[config.mk]
export PLATFORM = sky130hd
export DESIGN_NAME = i2c_eeprom_master
export DESIGN_NICKNAME = d
export VERILOG_FILES = /design/src/design/i2cee_pkg.sv /design/src/design/i2c_eeprom_master.sv
export SDC_FILE = /design/constraint.sdc
export NUM_CORES = 1
export LEC_CHECK = 0
export ABC_CLOCK_PERIOD_IN_PS = 7300
export BUFFER_PORTS_ARGS = -buffer_cell sky130_fd_sc_hd__buf_4
export CAP_MARGIN = 20
export CELL_PAD_IN_SITES_DETAIL_PLACEMENT = 1
export CELL_PAD_IN_SITES_GLOBAL_PLACEMENT = 1
export CORE_MARGIN = 2
export CORE_UTILIZATION = 40
export CTS_BUF_LIST = sky130_fd_sc_hd__clkbuf_16
export DETAILED_ROUTE_END_ITERATION = 7
export GPL_TIMING_DRIVEN = 0
export PLACE_DENSITY = 0.78
export SLEW_MARGIN = 0
export SYNTH_ARGS = -nofsm -noshare
export SYNTH_HDL_FRONTEND = slang
export SYNTH_SLANG_ARGS = --single-unit
[constraint.sdc]
create_clock -name clk -period 7.3 [get_ports clk]
set_input_delay 0 -clock clk [delete_from_list [all_inputs] [get_ports clk]]
set_output_delay 0 -clock clk [all_outputs]
set_load 0.05 [all_outputs]
[src/design/i2cee_pkg.sv]
// ============================================================================
// i2cee_pkg
// Shared types and constants of the serial EEPROM bus master.
// ============================================================================
package i2cee_pkg;

	localparam int MAX_BYTES = 128;
	localparam int ADDR_BITS = 16;
	localparam int LEFT_W    = $clog2(MAX_BYTES + 1);

	localparam int PHASE_W  = 16;
	localparam int DEVA_W   = 7;
	localparam int SETTLE_W = 20;
	localparam int CFG_W    = 20;
	localparam int CFGI_W   = 2;

	localparam int S_TDATA_W = 40;
	localparam int M_TDATA_W = 16;

	// configuration register indexes
	localparam logic [CFGI_W-1:0] CFG_PHASE_TICKS  = 2'd0;
	localparam logic [CFGI_W-1:0] CFG_DEVICE_ADDR  = 2'd1;
	localparam logic [CFGI_W-1:0] CFG_SETTLE_TICKS = 2'd2;

	// reset values of the configuration registers
	localparam logic [PHASE_W-1:0]  PHASE_TICKS_RST  = 16'd10;
	localparam logic [DEVA_W-1:0]   DEVICE_ADDR_RST  = 7'd80;
	localparam logic [SETTLE_W-1:0] SETTLE_TICKS_RST = 20'd5000;

	// input item kinds
	typedef enum logic [1:0] {
		KIND_TICK  = 2'd0,
		KIND_WRITE = 2'd1,
		KIND_READ  = 2'd2,
		KIND_DATA  = 2'd3
	} kind_t;

	// bus phases; order matters: everything after PH_IDLE and before PH_SP_A is transfer
	typedef enum logic [4:0] {
		PH_IDLE, PH_ST_A, PH_ST_B, PH_ST_C, PH_ST_D,
		PH_BIT_SETUP, PH_BIT_HIGH, PH_BIT_LOW,
		PH_ACK_SETUP, PH_ACK_HIGH, PH_ACK_LOW, PH_WAIT_BYTE,
		PH_RD_HIGH, PH_RD_LOW, PH_MACK_SETUP, PH_MACK_HIGH, PH_MACK_LOW,
		PH_SP_A, PH_SP_B, PH_SP_C, PH_SETTLE
	} phase_t;

	// which byte of the access is on the bus
	typedef enum logic [2:0] {
		STG_DEV   = 3'd0,
		STG_AHI   = 3'd1,
		STG_ALO   = 3'd2,
		STG_WDATA = 3'd3,
		STG_RDEV  = 3'd4,
		STG_RDATA = 3'd5
	} stage_t;

endpackage

[src/design/i2c_eeprom_master.sv]
// ============================================================================
// i2c_eeprom_master
// Bus master for page reads and writes of a serial EEPROM, stepped one
// tick per input beat.
// ============================================================================
//
//  channel   dir  handshake             payload
//  --------  ---  --------------------  ------------------------------------
//  s_*       in   s_tvalid / s_tready   tuser: kind; tdata: address, count,
//                                       write byte, sampled SDA
//  m_*       out  m_tvalid / m_tready   tdata: bus levels, status, read byte
//  cfg_*     in   cfg_we (no wait)      index 0 phase ticks, 1 device
//                                       address, 2 write settle ticks
//
//  Each beat is one tick of the bit engine: a beat is held in the input
//  register, the tick is evaluated, and the result lands in the output
//  register, which drives m_tdata; a stalled output can hold a beat in the
//  input register. Input and output registers keep a beat flowing
//  every clock while m_tready is high; a stalled output holds the input side
//  after one more beat. arst_n clears the engine to idle (bus released, write
//  protect high) and loads the register defaults.
//
module i2c_eeprom_master (
	input  logic                             clk,
	input  logic                             arst_n,
	input  logic                             s_tvalid,
	output logic                             s_tready,
	// [1:0] kind
	input  logic [1:0]                       s_tuser,
	// [15:0] mem_address, [23:16] byte_count, [31:24] write_byte,
	// [32] sda_in, [39:33] zero
	input  logic [i2cee_pkg::S_TDATA_W-1:0]  s_tdata,
	output logic                             m_tvalid,
	input  logic                             m_tready,
	// [0] scl_level, [1] sda_release, [2] write_protect, [3] busy_res,
	// [4] need_byte, [12:5] read_byte, [13] read_valid, [14] nak_seen,
	// [15] done_res
	output logic [i2cee_pkg::M_TDATA_W-1:0]  m_tdata,
	input  logic                             cfg_we,
	input  logic [i2cee_pkg::CFGI_W-1:0]     cfg_index,
	input  logic [i2cee_pkg::CFG_W-1:0]      cfg_data
);

	// configuration
	logic [i2cee_pkg::PHASE_W-1:0]  phase_ticks_q;
	logic [i2cee_pkg::DEVA_W-1:0]   dev_addr_q;
	logic [i2cee_pkg::SETTLE_W-1:0] settle_ticks_q;

	// input register
	logic        valid_s1;
	logic [1:0]  kind_s1;
	logic [15:0] mem_addr_s1;
	logic [7:0]  count_s1;
	logic [7:0]  wbyte_s1;
	logic        sda_s1;

	// engine state
	i2cee_pkg::phase_t                 phase_q;
	i2cee_pkg::stage_t                 stage_q;
	logic [i2cee_pkg::SETTLE_W-1:0]    tick_q;
	logic [3:0]                        bit_q;
	logic [7:0]                        shift_q;
	logic [i2cee_pkg::LEFT_W-1:0]      left_q;
	logic [i2cee_pkg::ADDR_BITS-1:0]   addr_q;
	logic                              is_read_q;
	logic [7:0]                        held_byte_q;
	logic                              held_valid_q;
	logic                              nak_q;

	// next state
	i2cee_pkg::phase_t                 n_phase;
	i2cee_pkg::stage_t                 n_stage;
	logic [i2cee_pkg::SETTLE_W-1:0]    n_tick;
	logic [3:0]                        n_bit;
	logic [7:0]                        n_shift;
	logic [i2cee_pkg::LEFT_W-1:0]      n_left;
	logic [i2cee_pkg::ADDR_BITS-1:0]   n_addr;
	logic                              n_is_read;
	logic [7:0]                        n_held_byte;
	logic                              n_held_valid;
	logic                              n_nak;

	// tick results
	logic        o_scl, o_rel, o_wp, o_busy, o_need, o_rvalid, o_done;
	logic [7:0]  o_rbyte;
	logic [7:0]  cnt_sat;
	logic [i2cee_pkg::PHASE_W-1:0]    pt_eff;
	logic [i2cee_pkg::SETTLE_W:0]     tick_inc;
	i2cee_pkg::phase_t                ph;

	logic adv;

	assign adv      = valid_s1 && (!m_tvalid || m_tready);
	assign s_tready = !valid_s1 || adv;

	// ---------------------------------------------------------------- config
	always_ff @(posedge clk or negedge arst_n) begin
		if (!arst_n) begin
			phase_ticks_q  <= i2cee_pkg::PHASE_TICKS_RST;
			dev_addr_q     <= i2cee_pkg::DEVICE_ADDR_RST;
			settle_ticks_q <= i2cee_pkg::SETTLE_TICKS_RST;
		end else if (cfg_we) begin
			case (cfg_index)
				i2cee_pkg::CFG_PHASE_TICKS:  phase_ticks_q  <= cfg_data[i2cee_pkg::PHASE_W-1:0];
				i2cee_pkg::CFG_DEVICE_ADDR:  dev_addr_q     <= cfg_data[i2cee_pkg::DEVA_W-1:0];
				i2cee_pkg::CFG_SETTLE_TICKS: settle_ticks_q <= cfg_data;
				default: ;
			endcase
		end
	end

	// -------------------------------------------------------- input register
	always_ff @(posedge clk or negedge arst_n) begin
		if (!arst_n) begin
			valid_s1 <= 1'b0;
		end else if (s_tvalid && s_tready) begin
			valid_s1 <= 1'b1;
		end else if (adv) begin
			valid_s1 <= 1'b0;
		end
	end

	always_ff @(posedge clk) begin
		if (s_tvalid && s_tready) begin
			kind_s1     <= s_tuser;
			mem_addr_s1 <= s_tdata[15:0];
			count_s1    <= s_tdata[23:16];
			wbyte_s1    <= s_tdata[31:24];
			sda_s1      <= s_tdata[32];
		end
	end

	// ------------------------------------------------------------ tick logic
	// zero phase ticks behaves as one
	assign pt_eff = (phase_ticks_q == '0) ? i2cee_pkg::PHASE_W'(1) : phase_ticks_q;

	always_comb begin
		if (count_s1 == 8'd0)
			cnt_sat = 8'd1;
		else if (int'(count_s1) > i2cee_pkg::MAX_BYTES)
			cnt_sat = 8'(i2cee_pkg::MAX_BYTES);
		else
			cnt_sat = count_s1;
	end

	always_comb begin
		n_phase      = phase_q;
		n_stage      = stage_q;
		n_tick       = tick_q;
		n_bit        = bit_q;
		n_shift      = shift_q;
		n_left       = left_q;
		n_addr       = addr_q;
		n_is_read    = is_read_q;
		n_held_byte  = held_byte_q;
		n_held_valid = held_valid_q;
		n_nak        = nak_q;
		o_rvalid     = 1'b0;
		o_rbyte      = 8'd0;
		o_done       = 1'b0;
		o_scl        = 1'b1;
		o_rel        = 1'b1;

		// command intake: begin only from idle, write bytes only mid-transfer
		if ((kind_s1 == i2cee_pkg::KIND_WRITE || kind_s1 == i2cee_pkg::KIND_READ)
				&& phase_q == i2cee_pkg::PH_IDLE) begin
			n_left       = i2cee_pkg::LEFT_W'(cnt_sat);
			n_addr       = i2cee_pkg::ADDR_BITS'(mem_addr_s1);
			n_is_read    = (kind_s1 == i2cee_pkg::KIND_READ);
			n_held_valid = 1'b0;
			n_nak        = 1'b0;
			n_stage      = i2cee_pkg::STG_DEV;
			n_bit        = 4'd0;
			n_phase      = i2cee_pkg::PH_ST_A;
			n_tick       = '0;
		end else if (kind_s1 == i2cee_pkg::KIND_DATA && phase_q != i2cee_pkg::PH_IDLE
				&& !is_read_q && phase_q < i2cee_pkg::PH_SP_A) begin
			n_held_byte  = wbyte_s1;
			n_held_valid = 1'b1;
		end

		// bus levels for this tick
		ph = n_phase;
		case (ph)
			i2cee_pkg::PH_ST_A:       o_scl = (n_stage != i2cee_pkg::STG_RDEV);
			i2cee_pkg::PH_ST_C:       o_rel = 1'b0;
			i2cee_pkg::PH_ST_D,
			i2cee_pkg::PH_SP_A: begin
				o_scl = 1'b0;
				o_rel = 1'b0;
			end
			i2cee_pkg::PH_BIT_SETUP,
			i2cee_pkg::PH_BIT_LOW: begin
				o_scl = 1'b0;
				o_rel = n_shift[7];
			end
			i2cee_pkg::PH_BIT_HIGH:   o_rel = n_shift[7];
			i2cee_pkg::PH_MACK_SETUP,
			i2cee_pkg::PH_MACK_LOW: begin
				o_scl = 1'b0;
				o_rel = (n_left <= i2cee_pkg::LEFT_W'(1));
			end
			i2cee_pkg::PH_MACK_HIGH:  o_rel = (n_left <= i2cee_pkg::LEFT_W'(1));
			i2cee_pkg::PH_SP_B:       o_rel = 1'b0;
			i2cee_pkg::PH_IDLE,
			i2cee_pkg::PH_ST_B,
			i2cee_pkg::PH_ACK_HIGH,
			i2cee_pkg::PH_RD_HIGH,
			i2cee_pkg::PH_SP_C,
			i2cee_pkg::PH_SETTLE:     ;
			default:                  o_scl = 1'b0;
		endcase
		o_busy = (ph != i2cee_pkg::PH_IDLE);
		o_wp   = !(o_busy && !n_is_read && ph != i2cee_pkg::PH_SETTLE);
		o_need = (ph == i2cee_pkg::PH_WAIT_BYTE) && !n_held_valid;

		tick_inc = {1'b0, n_tick} + 1'b1;

		// advance the engine
		if (ph == i2cee_pkg::PH_WAIT_BYTE) begin
			if (n_held_valid) begin
				n_held_valid = 1'b0;
				n_shift      = n_held_byte;
				n_bit        = 4'd0;
				n_phase      = i2cee_pkg::PH_BIT_SETUP;
				n_tick       = '0;
			end
		end else if (ph == i2cee_pkg::PH_SETTLE) begin
			if (tick_inc >= {1'b0, settle_ticks_q}) begin
				n_phase = i2cee_pkg::PH_IDLE;
				n_tick  = '0;
				o_done  = 1'b1;
			end else begin
				n_tick = tick_inc[i2cee_pkg::SETTLE_W-1:0];
			end
		end else if (ph != i2cee_pkg::PH_IDLE) begin
			if (tick_inc < (i2cee_pkg::SETTLE_W+1)'(pt_eff)) begin
				n_tick = tick_inc[i2cee_pkg::SETTLE_W-1:0];
			end else begin
				// end of phase
				n_tick = '0;
				case (ph)
					i2cee_pkg::PH_ST_A: n_phase = i2cee_pkg::PH_ST_B;
					i2cee_pkg::PH_ST_B: n_phase = i2cee_pkg::PH_ST_C;
					i2cee_pkg::PH_ST_C: n_phase = i2cee_pkg::PH_ST_D;
					i2cee_pkg::PH_ST_D: begin
						n_shift = {dev_addr_q, n_stage == i2cee_pkg::STG_RDEV};
						n_bit   = 4'd0;
						n_phase = i2cee_pkg::PH_BIT_SETUP;
					end
					i2cee_pkg::PH_BIT_SETUP: n_phase = i2cee_pkg::PH_BIT_HIGH;
					i2cee_pkg::PH_BIT_HIGH:  n_phase = i2cee_pkg::PH_BIT_LOW;
					i2cee_pkg::PH_BIT_LOW: begin
						n_shift = {n_shift[6:0], 1'b0};
						n_bit   = n_bit + 4'd1;
						n_phase = (n_bit >= 4'd8) ? i2cee_pkg::PH_ACK_SETUP
						                          : i2cee_pkg::PH_BIT_SETUP;
					end
					i2cee_pkg::PH_ACK_SETUP: n_phase = i2cee_pkg::PH_ACK_HIGH;
					i2cee_pkg::PH_ACK_HIGH: begin
						if (sda_s1)
							n_nak = 1'b1;
						n_phase = i2cee_pkg::PH_ACK_LOW;
					end
					i2cee_pkg::PH_ACK_LOW: begin
						case (n_stage)
							i2cee_pkg::STG_DEV: begin
								n_bit   = 4'd0;
								n_phase = i2cee_pkg::PH_BIT_SETUP;
								if (i2cee_pkg::ADDR_BITS > 8) begin
									n_stage = i2cee_pkg::STG_AHI;
									n_shift = 8'(n_addr >> 8);
								end else begin
									n_stage = i2cee_pkg::STG_ALO;
									n_shift = 8'(n_addr);
								end
							end
							i2cee_pkg::STG_AHI: begin
								n_stage = i2cee_pkg::STG_ALO;
								n_shift = 8'(n_addr);
								n_bit   = 4'd0;
								n_phase = i2cee_pkg::PH_BIT_SETUP;
							end
							i2cee_pkg::STG_ALO: begin
								if (n_is_read) begin
									n_stage = i2cee_pkg::STG_RDEV;
									n_phase = i2cee_pkg::PH_ST_A;
								end else begin
									n_stage = i2cee_pkg::STG_WDATA;
									if (n_held_valid) begin
										n_held_valid = 1'b0;
										n_shift      = n_held_byte;
										n_bit        = 4'd0;
										n_phase      = i2cee_pkg::PH_BIT_SETUP;
									end else begin
										n_phase = i2cee_pkg::PH_WAIT_BYTE;
									end
								end
							end
							i2cee_pkg::STG_WDATA: begin
								if (n_left <= i2cee_pkg::LEFT_W'(1)) begin
									n_left  = '0;
									n_phase = i2cee_pkg::PH_SP_A;
								end else begin
									n_left = n_left - 1'b1;
									if (n_held_valid) begin
										n_held_valid = 1'b0;
										n_shift      = n_held_byte;
										n_bit        = 4'd0;
										n_phase      = i2cee_pkg::PH_BIT_SETUP;
									end else begin
										n_phase = i2cee_pkg::PH_WAIT_BYTE;
									end
								end
							end
							i2cee_pkg::STG_RDEV: begin
								n_stage = i2cee_pkg::STG_RDATA;
								n_shift = 8'd0;
								n_bit   = 4'd0;
								n_phase = i2cee_pkg::PH_RD_HIGH;
							end
							default: n_phase = i2cee_pkg::PH_SP_A;
						endcase
					end
					i2cee_pkg::PH_RD_HIGH: begin
						n_shift = {n_shift[6:0], sda_s1};
						if (n_bit == 4'd7) begin
							o_rvalid = 1'b1;
							o_rbyte  = n_shift;
						end
						n_phase = i2cee_pkg::PH_RD_LOW;
					end
					i2cee_pkg::PH_RD_LOW: begin
						n_bit   = n_bit + 4'd1;
						n_phase = (n_bit >= 4'd8) ? i2cee_pkg::PH_MACK_SETUP
						                          : i2cee_pkg::PH_RD_HIGH;
					end
					i2cee_pkg::PH_MACK_SETUP: n_phase = i2cee_pkg::PH_MACK_HIGH;
					i2cee_pkg::PH_MACK_HIGH:  n_phase = i2cee_pkg::PH_MACK_LOW;
					i2cee_pkg::PH_MACK_LOW: begin
						if (n_left <= i2cee_pkg::LEFT_W'(1)) begin
							n_left  = '0;
							n_phase = i2cee_pkg::PH_SP_A;
						end else begin
							n_left  = n_left - 1'b1;
							n_shift = 8'd0;
							n_bit   = 4'd0;
							n_phase = i2cee_pkg::PH_RD_HIGH;
						end
					end
					i2cee_pkg::PH_SP_A: n_phase = i2cee_pkg::PH_SP_B;
					i2cee_pkg::PH_SP_B: n_phase = i2cee_pkg::PH_SP_C;
					i2cee_pkg::PH_SP_C: begin
						if (!n_is_read && settle_ticks_q != '0) begin
							n_phase = i2cee_pkg::PH_SETTLE;
						end else begin
							n_phase = i2cee_pkg::PH_IDLE;
							o_done  = 1'b1;
						end
					end
					default: begin
						n_phase = i2cee_pkg::PH_IDLE;
						o_done  = 1'b1;
					end
				endcase
			end
		end
	end

	// ---------------------------------------------------------- engine state
	always_ff @(posedge clk or negedge arst_n) begin
		if (!arst_n) begin
			phase_q      <= i2cee_pkg::PH_IDLE;
			stage_q      <= i2cee_pkg::STG_DEV;
			tick_q       <= '0;
			bit_q        <= '0;
			shift_q      <= '0;
			left_q       <= '0;
			addr_q       <= '0;
			is_read_q    <= 1'b0;
			held_byte_q  <= '0;
			held_valid_q <= 1'b0;
			nak_q        <= 1'b0;
		end else if (adv) begin
			phase_q      <= n_phase;
			stage_q      <= n_stage;
			tick_q       <= n_tick;
			bit_q        <= n_bit;
			shift_q      <= n_shift;
			left_q       <= n_left;
			addr_q       <= n_addr;
			is_read_q    <= n_is_read;
			held_byte_q  <= n_held_byte;
			held_valid_q <= n_held_valid;
			nak_q        <= n_nak;
		end
	end

	// ------------------------------------------------------- result register
	always_ff @(posedge clk or negedge arst_n) begin
		if (!arst_n) begin
			m_tvalid <= 1'b0;
		end else if (adv) begin
			m_tvalid <= 1'b1;
		end else if (m_tready) begin
			m_tvalid <= 1'b0;
		end
	end

	always_ff @(posedge clk) begin
		if (adv) begin
			m_tdata <= {o_done, n_nak, o_rvalid, o_rbyte, o_need, o_busy, o_wp, o_rel, o_scl};
		end
	end

endmodule
==> metrics.txt <==
status=complete, no violations; Max FO, Critical Path=19; synthesis-to-finish area growth=23.5%; Seq cells post-synth=171; maximum clock insertion buffer count=2; peak supply drop=about 0.00015 V; mapped cell area=0.00977 mm²; Initial DRC Count=approximately 640; Final Util=0.499; clock transition at the registers of the reported paths=around 0.080 ns; layout cell share with drive strength beyond 1=0.167; Pins Over Slew Limit=0; clock network fraction of total power=0.261; GR Overflow Total=0; Synth Area in Adders=0.0525; RePlAce Congestion=between 0.9 and 1; combinational share of power=0.357; DR DRC count=0; DIE HEIGHT=160 µm; Starting Density=0.404; largest net degree at the start of global routing=91; busiest grt layer=met2; number of global-route vias before repair=9502; Hold Path Class=in2async; Post-DP HPWL=23500 µm; Final ANT Viol Nets=0; Via density=between 5 and 6; simple-gate area share of the yosys netlist=0.180; drt first pass iters=5; CP arrival=7.37 ns; compound-gate portion of the synthesized area=0.188; asr flop ratio synth=0.702; power per cell area=296 mW/mm²; slew of the pin with the lowest slew margin=0.990 ns; Clock Latency Late Sink=0.44 ns; Pint=2.17 mW; RSZ-0062 raised after global routing=no; critical path class=reg2reg; largest family of logic cells by synthesized area=compound AO/OA/AOI/OAI gates; number of library cell types mapped by synthesis=83; Post CTS Setup Buffer Count=0; Port Buffer Count=79; Psw=1.40 mW; root buffer cell=clkbuf_16; Synth Area in XOR/XNOR=0.0188; DR WL/cell=22.4 µm; Tcrit/Tclk final=0.958; DP Cell Count=1408; Fin Clk Skew=between 0.01 and 0.015 ns; initial antenna violation count=1; Req. time, crit path=7.67 ns; Syn Nets=1112; clk sinks=171; clock buffers created by TritonCTS=17; CTS tree=built; min Tclk post-route=6.99 ns; Synth Instances=1002; total die area=0.0257 mm²; Rel. slew slack=0.335; post-synth top area cell=dfrtp_1; Reg power frac=0.383; Horiz. Die Dim=160 µm; Switching Share=0.393; met3 GRT Util=0.0439; post-synthesis area per instance=9.75 µm²; met1 Use GR=0.358; number of fillers in the final layout=2683; Critical Path Source Type=flop; top cells by area, synth=dfrtp_1 (28%), edfxtp_1 (16%), ha_1 (5.2%); met2 usage=0.433; fin cells=~1500; # H-tree levels=4; ys flop type=dfrtp_1; # rows=57; Fmax=roughly 140 MHz; routed wire length=33700 µm; part of the Yosys area used for sequential elements=0.465; top cell type's share of synthesized area=0.284; Ys Warns=0; via count=8872; Final Hold Vio Count=0; final setup fails=0; mux contribution to synthesized area=0.0535; global-route wire length before repair=about 53000 µm; number of max-cap violations=0; Top Ports=87; P_leak=5.09 nW; EDFF count, synth=51; final net count=1273; Crit. End Element=flop; Total GRT Usage=0.266; Core ar.=0.0242 mm²
==> synth_stat cells (7+ instances only) <==
cell	count
nand2_1	132
dfrtp_1	111
nor2_1	71
o21ai_0	61
inv_1	52
edfxtp_1	51
a21oi_1	50
ha_1	41
clkbuf_1	40
mux2_2	38
a22o_1	28
nand3_1	26
nor3_1	23
nand2b_1	16
and2_1	15
nor4_1	14
xnor2_1	14
nand4_1	13
o22ai_1	11
a22oi_1	10
or3_1	10
a221o_1	9
dfstp_2	9
and3_1	8
mux2i_1	8
o211ai_1	8
a31oi_1	7
o2bb2ai_2	7
xor2_1	7
==> critical path, stage by stage, from the launching register on <==
cell	delay (ns)
edfxtp_1	0.42
ha_1	0.45
nor2_1	0.73
nand2_4	0.29
clkbuf_2	0.34
clkbuf_2	0.32
and2_1	0.24
ha_1	0.28
nand4_1	0.29
nor2_1	0.14
nand2_1	0.11
xor2_1	0.07
nor2_1	0.33
ha_1	0.32
nand4_1	0.19
a211oi_1	0.11
a2111oi_1	0.53
nor2_1	0.17
nor4_2	0.41
buf_4	0.29
a21oi_2	0.14
nor3_4	0.41
buf_6	0.21
a22o_1	0.13
==> layer usage <==
metal,up-vias,part of all wire
met5,-,0
met4,0,0.028
met3,62,0.060
met2,321,0.48
met1,4481,0.44
li1,4008,-
==> layout by cell type, fill, tap and decap left out, drive strengths merged, types with 5 or more instances in the layout <==
master,instances
or3,10
mux2,39
clkinv,7
a21oi,53
nor4,16
o22ai,11
a221o,9
a22oi,10
nand2b,16
clkbuf,56
ha,41
and2,16
nand4,13
nand2,133
a22o,28
dlygate4sd3,60
buf,92
mux2i,8
inv,60
nand3b,5
xnor2,14
or2,5
o2bb2ai,7
dfrtp,111
and3,8
o31ai,5
o21ai,63
nor2,72
o211ai,8
a31oi,8
edfxtp,51
xor2,7
nor2b,5
dfstp,9
nand3,26
nor3,25
==> flip-flops by register name, indices dropped and copies added (netlist names), 2 cells and up <==
register / cells
kind_s1: 2
phase_q: 5
dev_addr_q: 7
phase_ticks_q: 16
held_byte_q: 8
wbyte_s1: 8
settle_ticks_q: 20
count_s1: 8
left_q: 8
bit_q: 4
shift_q: 8
m_tdata: 16
mem_addr_s1: 16
tick_q: 20
addr_q: 16
stage_q: 3
==> layout make-up <==
cell class              count  area, µm²  share of cell area
multi-input cells         729       4820               0.399
flip-flops and latches    171       4550               0.377
repair buffers            143       1290               0.107
clock buffers              17        425              0.0352
well taps                 324        405              0.0336
plain buffers              48        220              0.0182
inverters                  53        199              0.0165
clock inverters            15        170              0.0141
diodes                      1       2.50            0.000207
==> metrics by stage <==
stage,instance area [µm²],power [mW],worst slack (ns),hold WS [ns],TNS [ns]
after floorplan,9770,2.18,2.16,-0.296,0
after global placement,10800,2.53,-0.111,0.178,-1.09
after detailed placement,10800,2.59,-0.205,-0.0849,-2.48
after CTS,12000,3.55,0.132,0.0116,0
after global routing,12100,3.77,0.00577,0.0500,0
final,12100,3.58,0.308,0.0126,0
==> power by group through the flow <==
stage	registers [mW]	logic (mW)	clock network, mW
finish	1.37	1.27	0.932
global route	1.39	1.40	0.975
CTS	1.36	1.25	0.936
detailed placement	1.38	1.21	0
global placement	1.37	1.16	0
floorplan	1.36	0.821	0
==> cell families after synthesis <==
group | Yosys count
and+or+nand+nor | 361
AOI/OAI and AO/OA | 259
DFF | 171
buffers and inverters | 102
muxes | 47
adders and majority gates | 41
xor gates and xnor gates | 21
==> timing repair <==
action	4_1_cts	5_1_grt
gates cloned	0	0
hold buffers	60	0
endpoints found under the hold margin	191	0
gates resized for setup	2	2
setup endpoints to repair	36	57
pin swaps	0	0
==> final timing paths <==
check,start,to,slack [ns],cells past startpoint
max in group asynchronous,arst_n,settle_ticks_q[9]$_DFFE_PN1P_,6.49,3
setup reg to reg,kind_s1[1]$_DFFE_PP_,tick_q[5]$_DFFE_PN0P_,0.31,23
min in group clk,cfg_index[0],phase_ticks_q[14]$_DFFE_PN0P_,0.16,4
hold reg to reg,mem_addr_s1[2]$_DFFE_PP_,addr_q[2]$_DFFE_PN0P_,0.44,2
hold / removal,arst_n,addr_q[1]$_DFFE_PN0P_,0.01,2
setup / recovery,kind_s1[1]$_DFFE_PP_,tick_q[5]$_DFFE_PN0P_,0.31,23
Power figures use the tool's default switching activity.
